==> src/apu_pkg.sv <==
// shared types and constants for the alpha premultiply unit
// item structs for both channels, the divider cell payload and register codes
// no dependencies
package apu_pkg;

  localparam int NCOL    = 3;   // colour bands: red, green, blue
  localparam int CW      = 32;  // component width
  localparam int FLOOR_W = 17;
  localparam int QW      = 49;  // numerator / quotient width, one divider cell per bit
  localparam int DW      = 33;  // divisor width (twice |alpha|)
  localparam int RW      = 33;  // partial remainder width
  localparam int PW      = 2 * CW;
  localparam int AW      = 3;   // apb address width

  localparam logic [FLOOR_W-1:0] FLOOR_RESET = FLOOR_W'(1);

  typedef enum logic {
    FUNC_PREMUL   = 1'b0,
    FUNC_UNPREMUL = 1'b1
  } func_t;

  // word index of the alpha floor register
  localparam logic REG_ALPHA_FLOOR = 1'b0;

  localparam logic [CW-1:0] POS_MAX = 32'h7FFF_FFFF;
  localparam logic [CW-1:0] NEG_MAX = 32'h8000_0000;

  typedef struct packed {
    logic            func;
    logic [CW-1:0]   red_in;
    logic [CW-1:0]   green_in;
    logic [CW-1:0]   blue_in;
    logic [CW-1:0]   alpha_in;
    logic            last_in;
  } in_item_t;

  typedef struct packed {
    logic [CW-1:0]   red_out;
    logic [CW-1:0]   green_out;
    logic [CW-1:0]   blue_out;
    logic [CW-1:0]   alpha_out;
    logic            saturated;
    logic            last_out;
  } out_item_t;

  // what one divider cell hands to the next
  typedef struct packed {
    logic                       divide;    // unpremultiply item, cells step it
    logic                       zero;      // unpremultiply by zero alpha
    logic                       last;
    logic [CW-1:0]              alpha_out;
    logic [NCOL-1:0]            neg;
    logic [DW-1:0]              d;
    logic [NCOL-1:0][QW-1:0]    nq;        // numerator bits out on top, quotient in below
    logic [NCOL-1:0][RW-1:0]    rem;
  } cell_t;

endpackage

==> src/apu_div_cell.sv <==
// one restoring division step for all colour bands, one quotient bit each
// premultiply items pass through unchanged
// depends on apu_pkg
module apu_div_cell (
  input  logic           clk,
  input  logic           rst_n,
  input  logic           en,
  input  logic           valid_in,
  input  apu_pkg::cell_t data_in,
  output logic           valid_out,
  output apu_pkg::cell_t data_out
);
  import apu_pkg::*;

  logic          valid_r;
  cell_t         data_r, data_nxt;
  logic [RW:0]   rem2 [NCOL];
  logic [RW:0]   diff [NCOL];

  always_comb begin
    data_nxt = data_in;
    for (int b = 0; b < NCOL; b++) begin
      rem2[b] = {data_in.rem[b], data_in.nq[b][QW-1]};
      diff[b] = rem2[b] - (RW+1)'(data_in.d);
      if (data_in.divide) begin
        if (rem2[b] >= (RW+1)'(data_in.d)) begin
          data_nxt.rem[b] = diff[b][RW-1:0];
          data_nxt.nq[b]  = {data_in.nq[b][QW-2:0], 1'b1};
        end else begin
          data_nxt.rem[b] = rem2[b][RW-1:0];
          data_nxt.nq[b]  = {data_in.nq[b][QW-2:0], 1'b0};
        end
      end
    end
  end

  always_ff @(posedge clk) begin
    if (!rst_n) begin
      valid_r <= 1'b0;
    end else if (en) begin
      valid_r <= valid_in;
    end
  end

  always_ff @(posedge clk) begin
    if (en) begin
      data_r <= data_nxt;
    end
  end

  assign valid_out = valid_r;
  assign data_out  = data_r;

endmodule

==> config.mk <==
export PLATFORM = sky130hd
export DESIGN_NAME = apu_div_cell
export DESIGN_NICKNAME = d
export VERILOG_FILES = /design/src/apu_pkg.sv /design/src/apu_div_cell.sv
export SDC_FILE = /design/constraint.sdc
export NUM_CORES = 1
export LEC_CHECK = 0
export ABC_CLOCK_PERIOD_IN_PS = 2840
export BUFFER_PORTS_ARGS = -buffer_cell sky130_fd_sc_hd__buf_2
export CAP_MARGIN = 20
export CORE_AREA = 2 2 251 253
export DETAILED_ROUTE_END_ITERATION = 12
export DIE_AREA = 0 0 253 255
export HOLD_SLACK_MARGIN = 0.05
export PLACE_DENSITY = 0.64
export SKIP_CTS_REPAIR_TIMING = 1
export SLEW_MARGIN = 20
export SYNTH_ARGS = -nofsm -noshare
export SYNTH_HDL_FRONTEND = slang
export SYNTH_SLANG_ARGS = --single-unit
==> constraint.sdc <==
create_clock -name clk -period 2.84 [get_ports clk]
set_input_delay 0.142 -clock clk [delete_from_list [all_inputs] [get_ports clk]]
set_output_delay 0.142 -clock clk [all_outputs]
set_load 0.02 [all_outputs]
==> results of run 1 <==
==> worst reg2reg max path, delay by kind of cell (launching register included) <==
kind                   cells  cell delay, ns
buffers and inverters      1            0.56
DFF                        1            0.31
muxes                      1            0.14
and+or+nand+nor            1            0.06
==> state kept, by name, summed over array words and instances (netlist names) <==
signal and flops:
data_out 317, valid_out 1
==> logic make-up after synthesis <==
kind of cell | synth area share
AOI/OAI and AO/OA | 0.1532
and+or+nand+nor | 0.09715
DFF | 0.5025
muxes | 0.1100
buffers and inverters | 0.03368
adders and majority gates | 0.06842
xor gates and xnor gates | 0.03506
==> Yosys cell counts, drive strengths merged, types with 8 or more instances <==
cell type | n | area (sq um)
edfxtp | 317 | 9519
a21oi | 192 | 960.9
mux2 | 149 | 1678
nor2 | 137 | 514.2
ha | 99 | 1239
nand2 | 83 | 311.6
o21ai | 73 | 376.6
inv | 60 | 225.2
clkbuf | 56 | 210.2
a21o | 54 | 405.4
mux2i | 41 | 410.4
xnor2 | 41 | 359.1
xor2 | 35 | 306.5
nand3 | 33 | 175.2
buf | 25 | 200.2
and3 | 24 | 150.1
nand4 | 20 | 125.1
o21a | 19 | 142.6
nor2b | 18 | 112.6
nor3 | 17 | 90.09
o21bai | 15 | 112.6
a211oi | 12 | 100.1
nand2b | 11 | 76.32
o31ai | 10 | 80.07
o211ai | 9 | 67.56
or3 | 9 | 56.30
a31oi | 8 | 65.06
and2 | 8 | 50.05
==> layout make-up <==
cell class / instances / area (sq um) / area share
clock buffers: 55 / 1120 / 0.03696
diodes: 6 / 15.01 / 0.0004955
clock inverters: 21 / 239.0 / 0.007887
inverters: 61 / 229.0 / 0.007557
repair buffers: 1316 / 9316 / 0.3075
well taps: 799 / 999.7 / 0.03299
multi-input cells: 1208 / 8842 / 0.2918
flip-flops and latches: 318 / 9539 / 0.3148
==> stage by stage <==
step	instance area [sq um]	util	hold slack, ns	power, mW
2_1_floorplan	18980	-	0.2409	8.307
5_1_grt	30290	0.4873	0.05083	16.82
4_1_cts	26770	0.4306	-0.3001	15.82
3_3_place_gp	25410	0.4088	0.3211	10.39
3_5_place_dp	25410	0.4088	0.3201	10.42
6_report	30300	0.4875	0.01503	16.18
==> power by group <==
group | total [mW] | switching, mW | internal, mW
clock network | 5.35 | 2.27 | 3.09
logic | 4.91 | 2.74 | 2.17
registers | 5.91 | 0.175 | 5.74
==> per-layer routing <==
layer | wire (um) | vias up
li1 | - | 8900
met1 | 34820 | 9331
met2 | 45210 | 778
met3 | 5560 | 189
met4 | 4397 | 12
met5 | 84 | -
==> worst max-delay path by stage <==
stage | from | slack [ns] | cells after the start | endpoint
finish | data_in[93] | 0.09 | 12 | data_out[68]
global route | data_in[93] | 0.008 | 13 | data_out[72]
CTS | data_in[147] | 0.1 | 14 | data_out[25]
detailed placement | data_in[147] | -0.53 | 14 | data_out[25]
global placement | data_in[147] | -0.46 | 14 | data_out[25]
floorplan | data_in[245] | 0.02 | 14 | data_out[68]
==> metrics.yaml, run 1 <==
status: "finished, final reports clean"
r2r-end: "valid_out"
synth_nets: 2091
fin_crit_sh: 0.9698
ys.flop_type: "edfxtp_1"
gp_congestion: 0.9632
root_buffer: "clkbuf_16"
fmax_mhz: 363.1
endpoint_kind: "flip-flop"
grt_pass1_vias: 18040
cp_top_family: "compound AO/OA/AOI/OAI gates"
critical_path.max_fanout: 30
synth.distinct_cells: 79
p_per_area_nw_per_um2: 534.0
place_ws_ns: -0.5272
post_drt_wl_per_cell_um: 23.81
critical_path_buf_inv_count: 3
clk_pin_slew_ns: 0.06
nFillCells: 5590
tightestPinTransition_ns: 0.8062
cts_tree: "built"
rsz0062_at_grt: "no"
ant_nets: 0
synth_edf_count: 317
nets: 3370
clock_sinks: 318
setup_violations: 0
core_sq_um: 62160
grt_max_degree: 112
fin_skew_ns: 0
yosysWarnings: 0
grt_pass1_wl_um: 118000
cp.required_ns: 3.16
final_cells: 3784
h-tree-depth: 2
drt_pre_antenna_iters: 5
met3_usage: 0.05746
tns_ns: 0
slew_headroom: 0.4486
route.detailed.drc: 0
die_w_um: 253
cp-start-kind: "input port"
cts_buffer_depth: 3
gr-usage-met1: 0.2811
worst-r2r-cell-count: 3
ios: 639
p_leak_nw: 13.48
syn_area_sq_um: 18980
row_count: 92
grt_usage: 0.2509
peakVddDrop_v: 0.0003929
die_area_sq_um: 64520
drt_iter0_drc: 1192
die_y_um: 255
yosysSeqAreaShare: 0.5025
worstPathArrival_ns: 3.07
via_per_inst: 5.077
detailed_place_hpwl_um: 69170
clock_latency_ns: 0.58
synth.avg_cell_area_sq_um: 11.38
dp.cells: 3352
synthToLayoutAreaGrowth_pct: 59.62
cap_violations: 0
rrSetupSlack_ns: 1.66
setup_ws_ns: 0.08568
synth-seq-cells: 318
top_usage_layer: "met2"
wl_um: 90080
drv_slew: 0
synth_cells: 1668
antenna_found_initial: 12
hp-class: "input port to flip-flop"
grt_overflow: 0
drive_gt1_frac: 0.4028
numCtsBuffers: 42
async_flop_share: 0
r2r_start: "valid_out"
cp_cell_sequence: "dlygate4sd3_1, buf_2, ha_1, a21oi_1, and2_1, nor2b_1, a2111oi_2, o31a_1, o21a_2, buf_12, o21ai_1, mux2_2"
holdPathStages: 4
hold_end: "data_out[60]"
dr_total_vias: 19210
final_common_cell: "buf_2"
grt_use_met2: 0.4511
slowest_stage: "dlygate4sd3_1"
hold_viol_final: 0
crit_type: "input port to flip-flop"
io_buffers: 638
slowest_delay_ns: 0.54
start_util: 0.3054
hp-start: "data_in[60]"
layout_common_cells: "buf_2, dlygate4sd3_1, edfxtp_1, buf_4, a21oi_1"
fin_crit_ns: 2.754
(Power assumes the default switching activity.)
==> inputs of run 2 (changes only) <==
--- a/config.mk
+++ b/config.mk
@@ -5,14 +5,15 @@
 export SDC_FILE = /design/constraint.sdc
 export NUM_CORES = 1
 export LEC_CHECK = 0
+export ABC_AREA = 1
 export ABC_CLOCK_PERIOD_IN_PS = 2840
 export BUFFER_PORTS_ARGS = -buffer_cell sky130_fd_sc_hd__buf_2
 export CAP_MARGIN = 20
-export CORE_AREA = 2 2 251 253
+export CORE_AREA = 2 2 249 251
 export DETAILED_ROUTE_END_ITERATION = 12
-export DIE_AREA = 0 0 253 255
+export DIE_AREA = 0 0 251 253
 export HOLD_SLACK_MARGIN = 0.05
-export PLACE_DENSITY = 0.64
+export PLACE_DENSITY = 0.7
 export SKIP_CTS_REPAIR_TIMING = 1
 export SLEW_MARGIN = 20
 export SYNTH_ARGS = -nofsm -noshare
==> run 2 against run 1 <==
Effect of this change:
- fmax grew 0.99%
- design area is 1.3% higher
- core utilization is 1.5 points higher
- critical path type unchanged
- highest routed layer unchanged
- critical path depth increased by 1
- clock power shrank 4.7%
- synthesized area rose by 14%
- via count is 22% higher
- die area shrank 1.6%
- count of clock-buffer cells in the layout decreased by 12
- sequential share of layout area decreased by 0.40 points
==> metrics.yaml, run 2 <==
async_flop_share: 0
synth_nets: 3340
switching_share: 0.3417
core_sq_um: 61030
drt_iter0_drc: 1956
setup_violations: 0
drt_pre_antenna_iters: 8
synth-seq-cells: 318
wl_um: 99420
grt_usage: 0.2813
clock_sinks: 318
crit_type: "input port to flip-flop"
via_per_inst: 4.924
clock_latency_ns: 0.58
gp_congestion: 1.013
endpoint_kind: "flip-flop"
row_count: 91
largest_reg_flops: 317
cp_cell_sequence: "dlygate4sd3_1, buf_2, inv_1, ha_1, a21oi_1, nor2_1, nor3_1, nand3_2, nor2_4, buf_4, nand3_1, nand3_1, o21ai_1"
fin_crit_ns: 2.727
ys_top_cells_by_count: "nand2_1, inv_1, edfxtp_1"
fin_area_sq_um: 30690
yosysTopAreaCell: "edfxtp_1"
grt_max_degree: 93
fin_skew_ns: 0
place_ws_ns: 0.1783
placed_cell_area_sq_um: 25870
power_switching_mw: 5.354
die_y_um: 253
route.detailed.drc: 0
die_w_um: 251
ant_nets: 0
synth_edf_count: 317
start_util: 0.3538
grt_pass1_vias: 20270
syn_area_sq_um: 21590
multi_input_area_sq_um: 9648
ff_latch_area_sq_um: 9539
root_buffer: "clkbuf_16"
cp_top_family: "buffers and inverters"
hold_viol_final: 0
slowest_delay_ns: 0.55
power_mw: 15.67
layout_common_cells: "nand2_1, buf_2, inv_1, dlygate4sd3_1, edfxtp_1"
fmax_mhz: 366.7
yosysWarnings: 0
synthDominantCellAreaShare: 0.4409
p_per_area_nw_per_um2: 510.6
numCtsBuffers: 40
cts_buffer_depth: 3
power_frac_comb: 0.298
antenna_found_initial: 11
dr_total_vias: 23370
crit_top_cell: "nand3_1"
die_area_sq_um: 63500
p_clk_frac: 0.326
nFillCells: 5848
internal_power_mw: 10.32
synthToLayoutAreaGrowth_pct: 42.15
cp.required_ns: 3.13
cp-start-kind: "input port"
detailed_place_hpwl_um: 76030
slowest_stage: "dlygate4sd3_1"
io_buffers: 638
p_leak_nw: 15.78
synth_area_leaders: "edfxtp_1, nand2_1, inv_1, ha_1, nand3_1"
hp-class: "input port to flip-flop"
cts_tree: "built"
rsz0062_at_grt: "no"
grt_overflow: 0
seq_power_share: 0.376
ys.flop_type: "edfxtp_1"
yosysSeqAreaShare: 0.4418
slew_headroom: 0.5327
peakVddDrop_v: 0.0003720
synth.distinct_cells: 34
synth_cells: 2917
post_drt_wl_per_cell_um: 20.95
h-tree-depth: 2
fin_crit_sh: 0.9603
setup_ws_ns: 0.1128
drive_gt1_frac: 0.1979
critical_path.max_fanout: 26
worstPathArrival_ns: 3.02
ios: 639
synth.avg_cell_area_sq_um: 7.402
grt_pass1_wl_um: 131100
critical_path_buf_inv_count: 4
clk_pin_slew_ns: 0.06
tns_ns: 0
status: "finished, final reports clean"
tightestPinTransition_ns: 0.6984
drv_slew: 0
yosysMostFrequentCell: "nand2_1"
final_common_cell: "nand2_1"
cap_violations: 0
nets: 4339
[run 2: power by group through the flow]
| stage | clock, mW | combinational, mW | sequential [mW] |
|---|---|---|---|
| after CTS | 5.17 | 4.18 | 5.87 |
| after global routing | 5.33 | 5.04 | 5.92 |
| after global placement | 0 | 4.15 | 5.96 |
| final | 5.10 | 4.68 | 5.89 |
| after detailed placement | 0 | 4.16 | 5.96 |
| after floorplan | 0 | 1.84 | 6.54 |
[run 2: layout make-up]
type / instances / area share
Timing Repair Buffer: 1035 / 0.2354
Inverter: 531 / 0.06511
Sequential cell: 318 / 0.3108
Multi-Input combinational cell: 1990 / 0.3144
Clock buffer: 43 / 0.03298
Antenna cell: 14 / 0.001142
Tap cell: 790 / 0.03221
Clock inverter: 25 / 0.007950
[run 2: worst paths after layout]
kind	startpoint	end	slack, ns	depth (start not counted)
min reg2reg	valid_out	valid_out	1.13	3
max	data_in[277]	data_out[73]	0.11	13
max reg2reg	valid_out	valid_out	1.63	3
min	data_in[66]	data_out[66]	0.03	3
[run 2: per-stage QoR]
stage	hold WS [ns]	cells	utilization
after floorplan	0.2355	2917	-
after global placement	0.3184	4311	0.4238
after detailed placement	0.3202	4311	0.4238
after CTS	-0.2778	4379	0.4444
after global routing	0.05112	4739	0.5026
final	0.02594	4746	0.5029
[run 2: cell families after synthesis]
family          share of synthesized area
fa+ha+maj                         0.06015
compound gates                    0.05598
xor+xnor                          0.01825
buf+inv                            0.1113
simple gates                       0.3125
flops                              0.4418
[run 2: layer usage]
layer | vias to the layer above | track usage | wire length, um
li1 | 11240 | - | -
met1 | 10730 | 0.3289 | 38040
met2 | 1153 | 0.4932 | 48300
met3 | 240 | 0.06044 | 7694
met4 | 10 | 0.1289 | 5319
met5 | - | 0 | 62
[run 2: worst register-to-register path, stage by stage, from the launching register on]
cell and delay [ns]:
dfxtp_1 0.31, o21ai_0 0.16, a21oi_1 0.06, dlygate4sd3_1 0.57
==> inputs of run 3 (changes only) <==
--- a/config.mk
+++ b/config.mk
@@ -13,7 +13,7 @@
 export DETAILED_ROUTE_END_ITERATION = 12
 export DIE_AREA = 0 0 251 253
 export HOLD_SLACK_MARGIN = 0.05
-export PLACE_DENSITY = 0.7
+export PLACE_DENSITY = 0.65
 export SKIP_CTS_REPAIR_TIMING = 1
 export SLEW_MARGIN = 20
 export SYNTH_ARGS = -nofsm -noshare
==> constraint.sdc (replaced) <==
create_clock -name clk -period 2.84 [get_ports clk]
set_input_delay 0.142 -clock clk [delete_from_list [all_inputs] [get_ports clk]]
set_output_delay 0.142 -clock clk [all_outputs]
set_load 0.05 [all_outputs]
==> run 3 against run 2 <==
Effect of this change:
- largest power group unchanged
- largest cell class unchanged
- design area decreased by 0.34%
- flip-flop and latch count unchanged
- highest routed layer unchanged
- fmax rose by 3.8%
- sequential power about the same
- clock power increased by 4%
- power grew 7.2%
- die area did not move
- first-iteration DRC count down 2.7%
- worst setup slack improved by 0.10 ns
- wire length decreased by 3.4%
- cell count shrank 0.46%
==> metrics.yaml, run 3 (synthesis gave the netlist of run 2 again) <==
grt_max_degree: 142
ant_nets: 0
hold_end: "data_out[66]"
worst-r2r-cell-count: 3
setup_violations: 0
row_count: 91
hold_viol_final: 0
via_per_inst: 4.863
drive_gt1_frac: 0.1959
core_sq_um: 61030
drv_slew: 0
largest_reg_flops: 317
placed_cell_area_sq_um: 25770
crit_type: "input port to flip-flop"
start_util: 0.3538
r2r-end: "valid_out"
p_leak_nw: 15.73
p_per_area_nw_per_um2: 549.1
fmax_mhz: 380.7
whs_ns: 0.006847
cap_violations: 0
synthToLayoutAreaGrowth_pct: 41.66
clock_sinks: 318
die_area_sq_um: 63500
route.detailed.drc: 0
rrSetupSlack_ns: 1.63
cp.required_ns: 3.18
fin_util: 0.5012
grt_usage: 0.2780
fin_skew_ns: 0
hp-class: "input port to flip-flop"
wl_um: 96010
die_w_um: 251
grt_pass1_vias: 20190
slew_headroom: 0.4369
dr_total_vias: 22970
drt_pre_antenna_iters: 6
critical_path.max_fanout: 17
peakVddDrop_v: 0.0004427
layout_common_cells: "nand2_1, buf_2, inv_1, dlygate4sd3_1, edfxtp_1"
tightestPinTransition_ns: 0.8446
final_cells: 4724
holdPathStages: 3
clock_latency_ns: 0.56
endpoint_kind: "flip-flop"
final_common_cell: "nand2_1"
r2r_start: "valid_out"
die_y_um: 253
grt_overflow: 0
power_mw: 16.79
setup_ws_ns: 0.2133
status: "finished, final reports clean"
clk_pin_slew_ns: 0.06
tns_ns: 0
dp.cells: 4301
drt_iter0_drc: 1904
rsz0062_at_grt: "no"
cp-start-kind: "input port"
hp-start: "data_in[66]"
root_buffer: "clkbuf_16"
post_drt_wl_per_cell_um: 20.32
gp_congestion: 1.022
grt_pass1_wl_um: 129200
numCtsBuffers: 39
worstPathArrival_ns: 2.97
io_buffers: 638
nets: 4324
place_ws_ns: 0.05004
cts_tree: "built"
fin_area_sq_um: 30590
fin_crit_ns: 2.627
ios: 639
detailed_place_hpwl_um: 74580
h-tree-depth: 2
fin_crit_sh: 0.9249
antenna_found_initial: 14
cts_buffer_depth: 3
==> run 3: worst max-delay path: stages <==
cell           delay (ns)
dlygate4sd3_1        0.55
buf_2                0.14
inv_1                0.17
ha_1                 0.43
nand2_1              0.12
nor2_1               0.24
nand2_1              0.12
nor2_2               0.10
nand2_1              0.08
nand3_2              0.10
nor2_4               0.05
nand2_4              0.17
nor2_1               0.06
buf_4                0.16
a21oi_1              0.33
==> run 3: how the worst max path moves through the flow <==
stage	slack, ns	startpoint	end
floorplan	0.90	data_in[245]	data_out[66]
global route	0.001	data_in[255]	data_out[148]
global placement	-0.05	data_in[252]	data_out[148]
CTS	0.64	data_in[252]	data_out[148]
finish	0.21	data_in[269]	data_out[148]
detailed placement	0.05	data_in[252]	data_out[148]
==> run 3: where the power goes <==
part	switching [mW]	total (mW)	leakage [nW]	internal, mW
Clock	2.14	5.30	0.634	3.16
Sequential	0.177	5.90	3.10	5.73
Combinational	3.96	5.59	12.0	1.63
==> run 3: final cells by class <==
type	instances	area, sq um
inverter	531	1998
multi-input combinational	1990	9648
fill	5955	30440
clock buffer	44	994.7
timing repair buffer	1021	7086
tap	790	988.4
sequential	318	9539
antenna	8	20.02
clock inverter	22	311.5
==> run 3: layer usage <==
layer	global-route usage	wire, um
met1	0.3137	36140
met5	0	86
met2	0.4844	47070
met4	0.1444	5260
met3	0.07144	7456
